===== src/sv/ri2d_pkg.sv =====
package ri2d_pkg;

    localparam int CORDIC_STAGES = 16;
    localparam int STG_W = $clog2(CORDIC_STAGES);

    // Vectoring datapath width, angle width and rotation datapath width.
    localparam int V_W = 52;
    localparam int Z_W = 34;
    localparam int R_W = 34;

    localparam logic signed [Z_W-1:0] ANG_PI      = Z_W'(64'sd1686629713);
    localparam logic signed [Z_W-1:0] ANG_HALF_PI = Z_W'(64'sd843314857);
    localparam logic signed [Z_W-1:0] ANG_TWO_PI  = Z_W'(64'sd3373259426);
    localparam logic signed [R_W-1:0] CORDIC_K    = R_W'(64'sd652032874);

    localparam logic [31:0] ATAN_LO [0:9] = '{
        32'd421657428, 32'd248918915, 32'd131521918, 32'd66762579, 32'd33510843,
        32'd16771758, 32'd8387925, 32'd4194219, 32'd2097141, 32'd1048575
    };

    // Arctangent of 2^-i in Q4.29 radians.
    function automatic logic signed [Z_W-1:0] atan_step(input int i);
        logic signed [Z_W-1:0] r;
        if (i < 10)
            r = signed'(Z_W'(ATAN_LO[i]));
        else
            r = signed'(Z_W'(64'd1 << (29 - i)));
        return r;
    endfunction

endpackage


===== src/sv/ri2d_rot_cell.sv =====
module ri2d_rot_cell
    import ri2d_pkg::*;
(
    input  logic                  clk,
    input  logic                  en,
    input  logic [STG_W-1:0]      stage,
    input  logic signed [R_W-1:0] x_in,
    input  logic signed [R_W-1:0] y_in,
    input  logic signed [Z_W-1:0] a_in,
    output logic signed [R_W-1:0] x_reg,
    output logic signed [R_W-1:0] y_reg,
    output logic signed [Z_W-1:0] a_reg
);

    logic signed [R_W-1:0] x_next, y_next;
    logic signed [Z_W-1:0] a_next;
    logic signed [Z_W-1:0] step;

    always_comb
    begin
        step = atan_step(int'(stage));
        if (a_in >= 0)
        begin
            x_next = x_in - (y_in >>> stage);
            y_next = y_in + (x_in >>> stage);
            a_next = a_in - step;
        end
        else
        begin
            x_next = x_in + (y_in >>> stage);
            y_next = y_in - (x_in >>> stage);
            a_next = a_in + step;
        end
    end

    always_ff @(posedge clk)
    begin
        if (en)
        begin
            x_reg <= x_next;
            y_reg <= y_next;
            a_reg <= a_next;
        end
    end

endmodule


===== config.mk =====
export PLATFORM = sky130hd
export DESIGN_NAME = ri2d_rot_cell
export DESIGN_NICKNAME = d
export VERILOG_FILES = /design/src/sv/ri2d_pkg.sv /design/src/sv/ri2d_rot_cell.sv
export SDC_FILE = /design/constraint.sdc
export NUM_CORES = 1
export LEC_CHECK = 0
export BUFFER_PORTS_ARGS = -buffer_cell sky130_fd_sc_hd__buf_2
export CAP_MARGIN = 20
export CORE_ASPECT_RATIO = 1.2
export CORE_MARGIN = 3
export CORE_UTILIZATION = 55
export DETAILED_ROUTE_END_ITERATION = 8
export PLACE_DENSITY_LB_ADDON = 0.25
export SLEW_MARGIN = 30
export SYNTH_ARGS = -nofsm -noshare
export SYNTH_HDL_FRONTEND = slang
export SYNTH_SLANG_ARGS = --single-unit

===== constraint.sdc =====
create_clock -name clk -period 21.7 [get_ports clk]
set_input_delay 3.255 -clock clk [delete_from_list [all_inputs] [get_ports clk]]
set_output_delay 3.255 -clock clk [all_outputs]
set_load 0.005 [all_outputs]

Yosys cells after proc, flatten, opt, wreduce, memory -nomap -nowiden
Memories as Yosys holds them, arrays and structs flattened.
Cells that the tools add are included.
{ "word_totals": {"ff_bits": 102, "out_inout_bits": 102, "memories": 1, "rom_bits": 512, "in_bits": 108, "word_cells": 24} }
{ "op_classes": {"muxes": 6, "add_sub_neg": 7, "bitwise_logic": 1, "n_shift": 3, "n_lt_le_gt_ge": 3} }
{ "mem_list": {"columns": ["name", "words", "width", "rd", "rd_clocked_by_memory_dff", "wr", "line", "rtl"], "rows": [
  ["(no name shown)", 16, 32, 1, 0, 0, "ri2d_pkg.sv:25", "r = signed'(Z_W'(ATAN_LO[i]));"]
]} }
{ "ops": {"columns": ["operator", "count"], "rows": [
  ["$mux 34", 4],
  ["$add 34x34->34", 3],
  ["$sub 34x34->34", 3],
  ["$sshr 34x4->34", 2],
  ["$mux 32", 2],
  ["$ge 34x1->1 const B", 1],
  ["$shl 1x32->34 const A", 1],
  ["$ge 32x5->1 const B", 1],
  ["$not 4->32", 1],
  ["$sub 5x4->6 const A", 1],
  ["$lt 4x4->1 const B", 1]
]} }

Logic depth before layout (Yosys ltp)
Gate-level depths: netlist (run 1).
{ "logic_depth": {"ltp_word": 7, "ltp_mapped": 30, "depth_no_buf": 23} }

Worst setup path before layout (run 1)
Ideal clock, no wire load.
{ "synth_path": {"kind": "input to register", "from": "input port stage[0]", "to": "register a_reg[32], data pin", "setup_slack_ns": 12.536, "setup_ns": 0.258, "cell_stages": 28, "required_time_ns": 21.442, "arrival_ns": 8.906, "n_path_buf": 9, "cell_sequence": "buf_6 buf_6 buf_6 buf_4 buf_2 buf_2 inv_1 ha_1 clkbuf_1 or2_2 a2111o_1 nor4_1 and4b_1 buf_2 nor2b_1 a21oi_1 xor2_1 ha_1 clkbuf_1 and4_1 a221oi_1 o21ai_0 a41oi_1 a21boi_0 a311oi_1 o31ai_1 a21oi_1 xnor2_1"} }
{ "synth_via": {"elab_chain_len": 7, "elab_cells_between_ends": 11, "classes_between": "add/sub (3); order compare (1); shift (1); mux (4); bitwise (1); memory (1)"} }
{ "synth_rtl": {"columns": ["item", "line", "rtl"], "rows": [
  ["start, declared", "ri2d_rot_cell.sv:6", "input logic [STG_W-1:0] stage,"],
  ["$not 4->32 (not written as such)", "ri2d_pkg.sv:25", null],
  ["$mem_v2 16x32", null, null],
  ["$mux 32 (not written as such) (2 in a row)", "ri2d_pkg.sv:25", null],
  ["$mux 34 (*)", "ri2d_pkg.sv:24", "if (i < 10)"],
  ["$add 34x34->34 / $sub 34x34->34 (equally long branches)", "ri2d_rot_cell.sv:32, ri2d_rot_cell.sv:26", null],
  ["$mux 34 (*)", "ri2d_rot_cell.sv:22", "if (a_in >= 0)"],
  ["net a_next[32]", "ri2d_rot_cell.sv:16", "logic signed [Z_W-1:0] a_next;"],
  ["end signal, assigned", "ri2d_rot_cell.sv:42", "a_reg <= a_next;"],
  ["end, declared", "ri2d_rot_cell.sv:12", "output logic signed [Z_W-1:0] a_reg"]
]} }
Mark *: on every way through the listed nets, which the timed path passes. The rest lies on a longest branch. The select of a mux whose other input is x is not followed.
A chain may end at the register's enable or synchronous reset.

Worst setup path after layout (run 1)
{ "layout_path": {"from": "input port stage[1]", "to": "register a_reg[33], data pin"} }
The elaborated chain is that of the path after synthesis.

==> impl_metrics.toml, run 1 <==
[die]
initial_core_util_pct = 55.9
design.portCount = 210
core_um2 = 27200
die_area_um2 = 29700
fp-row-count = 66
die_h_um = 188
die-width_um = 158

[critical_path]
worstPathArrival_ps = 9690
critPathRequiredTime_ps = 21810
critical_path.max_fanout = 76
startpoint_type = "primary input"
crit_type = "in2reg"
end_kind = "register"

[yosys]
yosysWarnings = 0
netlist_instances = 1685
yosysUniqueCellTypes = 89
synth_area_um2 = 15200
yosys.area.top_type = "edfxtp_1"
yosys_register_bits = 102
synth_top_area_share_pct = 20.2
syn_area_per_cell_um2 = 9.02
synth_fp_nets = 1908
async_flop_share_pct = 0
synth_ff_type = "edfxtp_1"
synthTopCellsByArea = "edfxtp_1 (20%), mux4_2 (13%), ha_1 (9.2%)"
seq_area_frac_synth_pct = 20.2
synth_edf_count = 102

[grt]
grt.total_usage_pct = 30.1
grt_pass1_vias = 13900
grt_first_pass_wirelength_um = 71700
grt_max_degree = 83
overflow = 0
antenna_found_initial = 0

[cts]
cts_tree = "built"
clk_pin_slew_ps = 70
clockBufferDepth = 2
holdBufCountCts = 0
post_cts.repair.setup_buffers = 0
htreeDepth = 3
cts_buffers = 9
cts.sinks = 102
ctsResizeCount = 0
cts-root-buf = "clkbuf_16"

[layout]
design_area_um2 = 16600
layout-drive-gt1-share_pct = 21.1
fin_util_pct = 61.2
final_cells = 2171
fin_nets = 2049
final_common_cell = "buf_2"
syn_to_final_growth_pct = 9.42
fillers = 2390
antenna_cells = 0
mostFrequentLayoutCells = "buf_2 (204), nand2_1 (140), a21oi_1 (128)"

[pwr]
leakage_nw = 6.72
switchingPower_mw = 0.428
internal-power_mw = 0.650
pwr-share-seq_pct = 28.6
comb_power_share_pct = 56.0
vdd_drop_max_mv = 0.0391
clkPwrFrac_pct = 15.4
power_density_nw_per_um2 = 64.8
netSwitchingFraction_pct = 39.7

[hold_path]
min_path_type = "in2reg"

[status]
outcome = "complete, no violations"

[place]
gp_congestion = 0.944
hpwl_um = 34600
dp_cells = 2155
portBuffers = 209
placed_area_um2 = 16300

[route]
antenna_left = 0
post_drt_wl_per_cell_um = 20.9
drt_iter0_drc = 1402
vias_per_cell = 6.62
drt_first_pass_iters = 5
via_count = 14400
drc = 0
wirelength_um = 45500

[sta]
hold_viol_final = 0
finalCriticalPeriod_ps = 9580
tns_ps = 0
slew_headroom_pct = 34.3
min_period_over_period_pct = 44.2
slew_violations = 0
hold_slack_ps = 3220
tightest_slew_ps = 984
rsz0062_at_grt = "no"
fmaxAchievable_mhz = 104
setup_violations = 0

[run]
drv_cap = 0
==> per-layer routing <==
metal	track usage, %	up-vias	share of wire [%]
met5	0	-	0
met4	15.1	0	5.2
met3	4.02	167	7.1
met2	52.0	722	49
met1	36.4	6752	38
li1	-	6731	-
==> worst paths after layout <==
check / start / to / slack (ps) / depth (start not counted)
setup / recovery: stage[1] / a_reg[33] / 12120 / 23
hold / removal: y_in[0] / y_reg[0] / 3220 / 2
==> critical path, cell delays in order <==
cell	delay (ps)
buf_4	290
buf_4	780
ha_1	650
nand2_1	100
a32o_1	300
a21oi_1	220
ha_1	230
and4b_1	230
nand4_1	140
or4bb_1	610
nand2b_1	200
nand2_1	80
xor2_1	180
ha_1	320
and4_1	220
nor4bb_1	150
a2111o_1	410
and2_1	170
o31ai_1	410
a211o_1	230
a41oi_1	180
nor4_1	220
a311oi_1	80
==> logic make-up (layout without fill, tap and decap cells) <==
kind of cell,count (synthesis),after routing,share of synthesized area [%]
AO/OA/AOI/OAI,500,500,21.6
AND/OR/NAND/NOR,495,495,16.1
XOR/XNOR,176,176,10.1
multiplexers,165,165,18.5
buffers and inverters,130,276,3.81
adder cells (fa/ha/maj),117,117,9.75
flip-flops,102,102,20.2
==> layout make-up <==
type	count	area, µm²	share of cell area (%)
clock inverter	6	61.3	0.369
timing repair buffer	220	1140	6.89
inverter	40	150	0.903
clock buffer	10	229	1.38
multi-input combinational	1453	11600	69.5
sequential	102	3060	18.4
tap	340	425	2.56
==> Yosys cell counts (10+ instances only) <==
master	instances
o211ai_1	13
buf_2	25
a21oi_1	128
a22oi_1	10
buf_1	15
mux2_2	38
mux2i_1	37
and3_1	21
o21a_1	24
o21bai_1	15
edfxtp_1	102
or3_1	14
or2_2	11
a211oi_1	18
a21o_1	37
nor2_1	118
a31oi_1	19
nand3_1	41
nand2_1	140
nor2b_1	19
o21ai_0	111
and2_1	15
xor2_1	66
o31ai_1	17
inv_1	39
clkbuf_1	40
xnor2_1	110
ha_1	112
nand2b_1	33
a22o_1	10
nor3_1	31
mux4_2	88
==> per-stage QoR <==
step                      setup slack, ps  power (mW)
after global placement              11840       0.897
after detailed placement            11800       0.904
after floorplan                     12540       0.732
after CTS                           12200        1.08
final                               12120        1.08
after global routing                11570        1.15
==> power by group through the flow <==
| stage | clock network [mW] | registers (mW) | logic (mW) |
|---|---|---|---|
| finish | 0.166 | 0.308 | 0.603 |
| global route | 0.175 | 0.316 | 0.664 |
| CTS | 0.169 | 0.309 | 0.597 |
| detailed placement | 0 | 0.313 | 0.592 |
| global placement | 0 | 0.312 | 0.585 |
| floorplan | 0 | 0.323 | 0.410 |
Note: power is estimated with default switching activity, not from simulation.
==> inputs of run 2 (changes only) <==
clock period = 8.2 ns   (was 21.7 ns; I/O delays follow)
==> impl_metrics.toml, run 2 (synthesized netlist as in run 1, its figures left out) <==
[die]
initial_core_util_pct = 55.9
fp-row-count = 66
core_um2 = 27200
die_h_um = 188
die-width_um = 158
design.portCount = 210
die_area_um2 = 29700

[hold_path]
hold-path-endpoint = "y_reg[0]"
whs_path_depth = 2
min_path_type = "in2reg"
hp-start = "y_in[0]"

[cts]
cts_buffers = 9
clockBufferDepth = 2
clk_pin_slew_ps = 70
holdBufCountCts = 0
cts_tree = "built"
cts-root-buf = "clkbuf_16"
htreeDepth = 3
cts.sinks = 102
post_cts.repair.setup_buffers = 0
ctsResizeCount = 0

[sta]
finalCriticalPeriod_ps = 7320
min_period_over_period_pct = 89.3
slew_headroom_pct = 38.2
hold_slack_ps = 1180
hold_viol_final = 0
rsz0062_at_grt = "no"
slew_violations = 0
setup_violations = 0
fmaxAchievable_mhz = 137
tns_ps = 0
tightest_slew_ps = 922

[layout]
syn_to_final_growth_pct = 10.1
fillers = 2351
antenna_cells = 0
final_common_cell = "buf_2"
fin_util_pct = 61.6
layout-drive-gt1-share_pct = 21.6
design_area_um2 = 16700
fin_nets = 2061
final_cells = 2183
mostFrequentLayoutCells = "buf_2 (204), nand2_1 (140), a21oi_1 (128)"

[pwr]
power_density_nw_per_um2 = 172
leakage_nw = 6.77
vdd_drop_max_mv = 0.108

[place]
hpwl_um = 36300
gp_congestion = 0.930
placed_area_um2 = 16400
portBuffers = 209
dp_cells = 2167

[status]
outcome = "complete, no violations"

[critical_path]
critPathRequiredTime_ps = 8400
startpoint_type = "primary input"
crit_type = "in2reg"
critical_path.max_fanout = 45
worstPathArrival_ps = 7520
end_kind = "register"

[grt]
grt_pass1_vias = 14400
grt_max_degree = 59
overflow = 0
grt_first_pass_wirelength_um = 73100
grt.total_usage_pct = 30.8
antenna_found_initial = 0
gr-max-usage-layer = "met2"
use_met1_pct = 34.9
grt_util_met3_pct = 4.57
use_met2_pct = 54.3

[route]
drc = 0
via_count = 14400
wirelength_um = 46800
post_drt_wl_per_cell_um = 21.4
vias_per_cell = 6.62
drt_iter0_drc = 1348
drt_first_pass_iters = 6
antenna_left = 0

[run]
drv_cap = 0
run 2: per-stage QoR:
stage | power [mW] | setup WS, ps
global route | 3.09 | 619
floorplan | 1.94 | 1060
finish | 2.88 | 879
detailed placement | 2.41 | 613
global placement | 2.40 | 602
CTS | 2.88 | 984
run 2: critical path, stage by stage:
cell and delay [ps]:
buf_6 230, inv_1 280, ha_1 480, nand2b_1 250, a32o_1 350, a21oi_1 200
ha_1 220, and4b_1 240, nand4_1 130, or4bb_1 630, or3_1 500, nand2_1 120
xor2_1 70, ha_1 370, nand3_1 90, nor2_1 320, nand3_1 130, nor3_1 430
o31ai_1 200, a211o_1 340, a41oi_1 340, nor4_1 100, a311oi_1 260
run 2: power breakdown:
part,switching [mW],internal (mW),total [mW]
registers,0.0333,0.785,0.818
logic,0.903,0.705,1.61
clock network,0.219,0.239,0.457
run 2: how the worst max path moves through the flow:
stage	startpoint	end	slack, ps	cells past startpoint
floorplan	stage[0]	a_reg[32]	1060	28
detailed placement	stage[0]	a_reg[33]	610	23
global placement	stage[0]	a_reg[33]	600	23
finish	stage[0]	a_reg[33]	880	23
CTS	stage[0]	a_reg[33]	980	23
global route	stage[0]	a_reg[33]	620	20
run 2: routing by layer:
metal  share of wire [%]  vias up
met3                 7.2      185
met5                   0        -
met1                  37     6800
met2                  50      712
li1                    -     6746
met4                 6.1        0
run 2: area by class of cell:
class	count	area, µm²	area share, %
Inverter	40	150	0.898
Clock buffer	10	229	1.37
Sequential cell	102	3060	18.3
Timing Repair Buffer	232	1230	7.38
Tap cell	340	425	2.54
Multi-Input combinational cell	1453	11600	69.1
Clock inverter	6	67.6	0.404
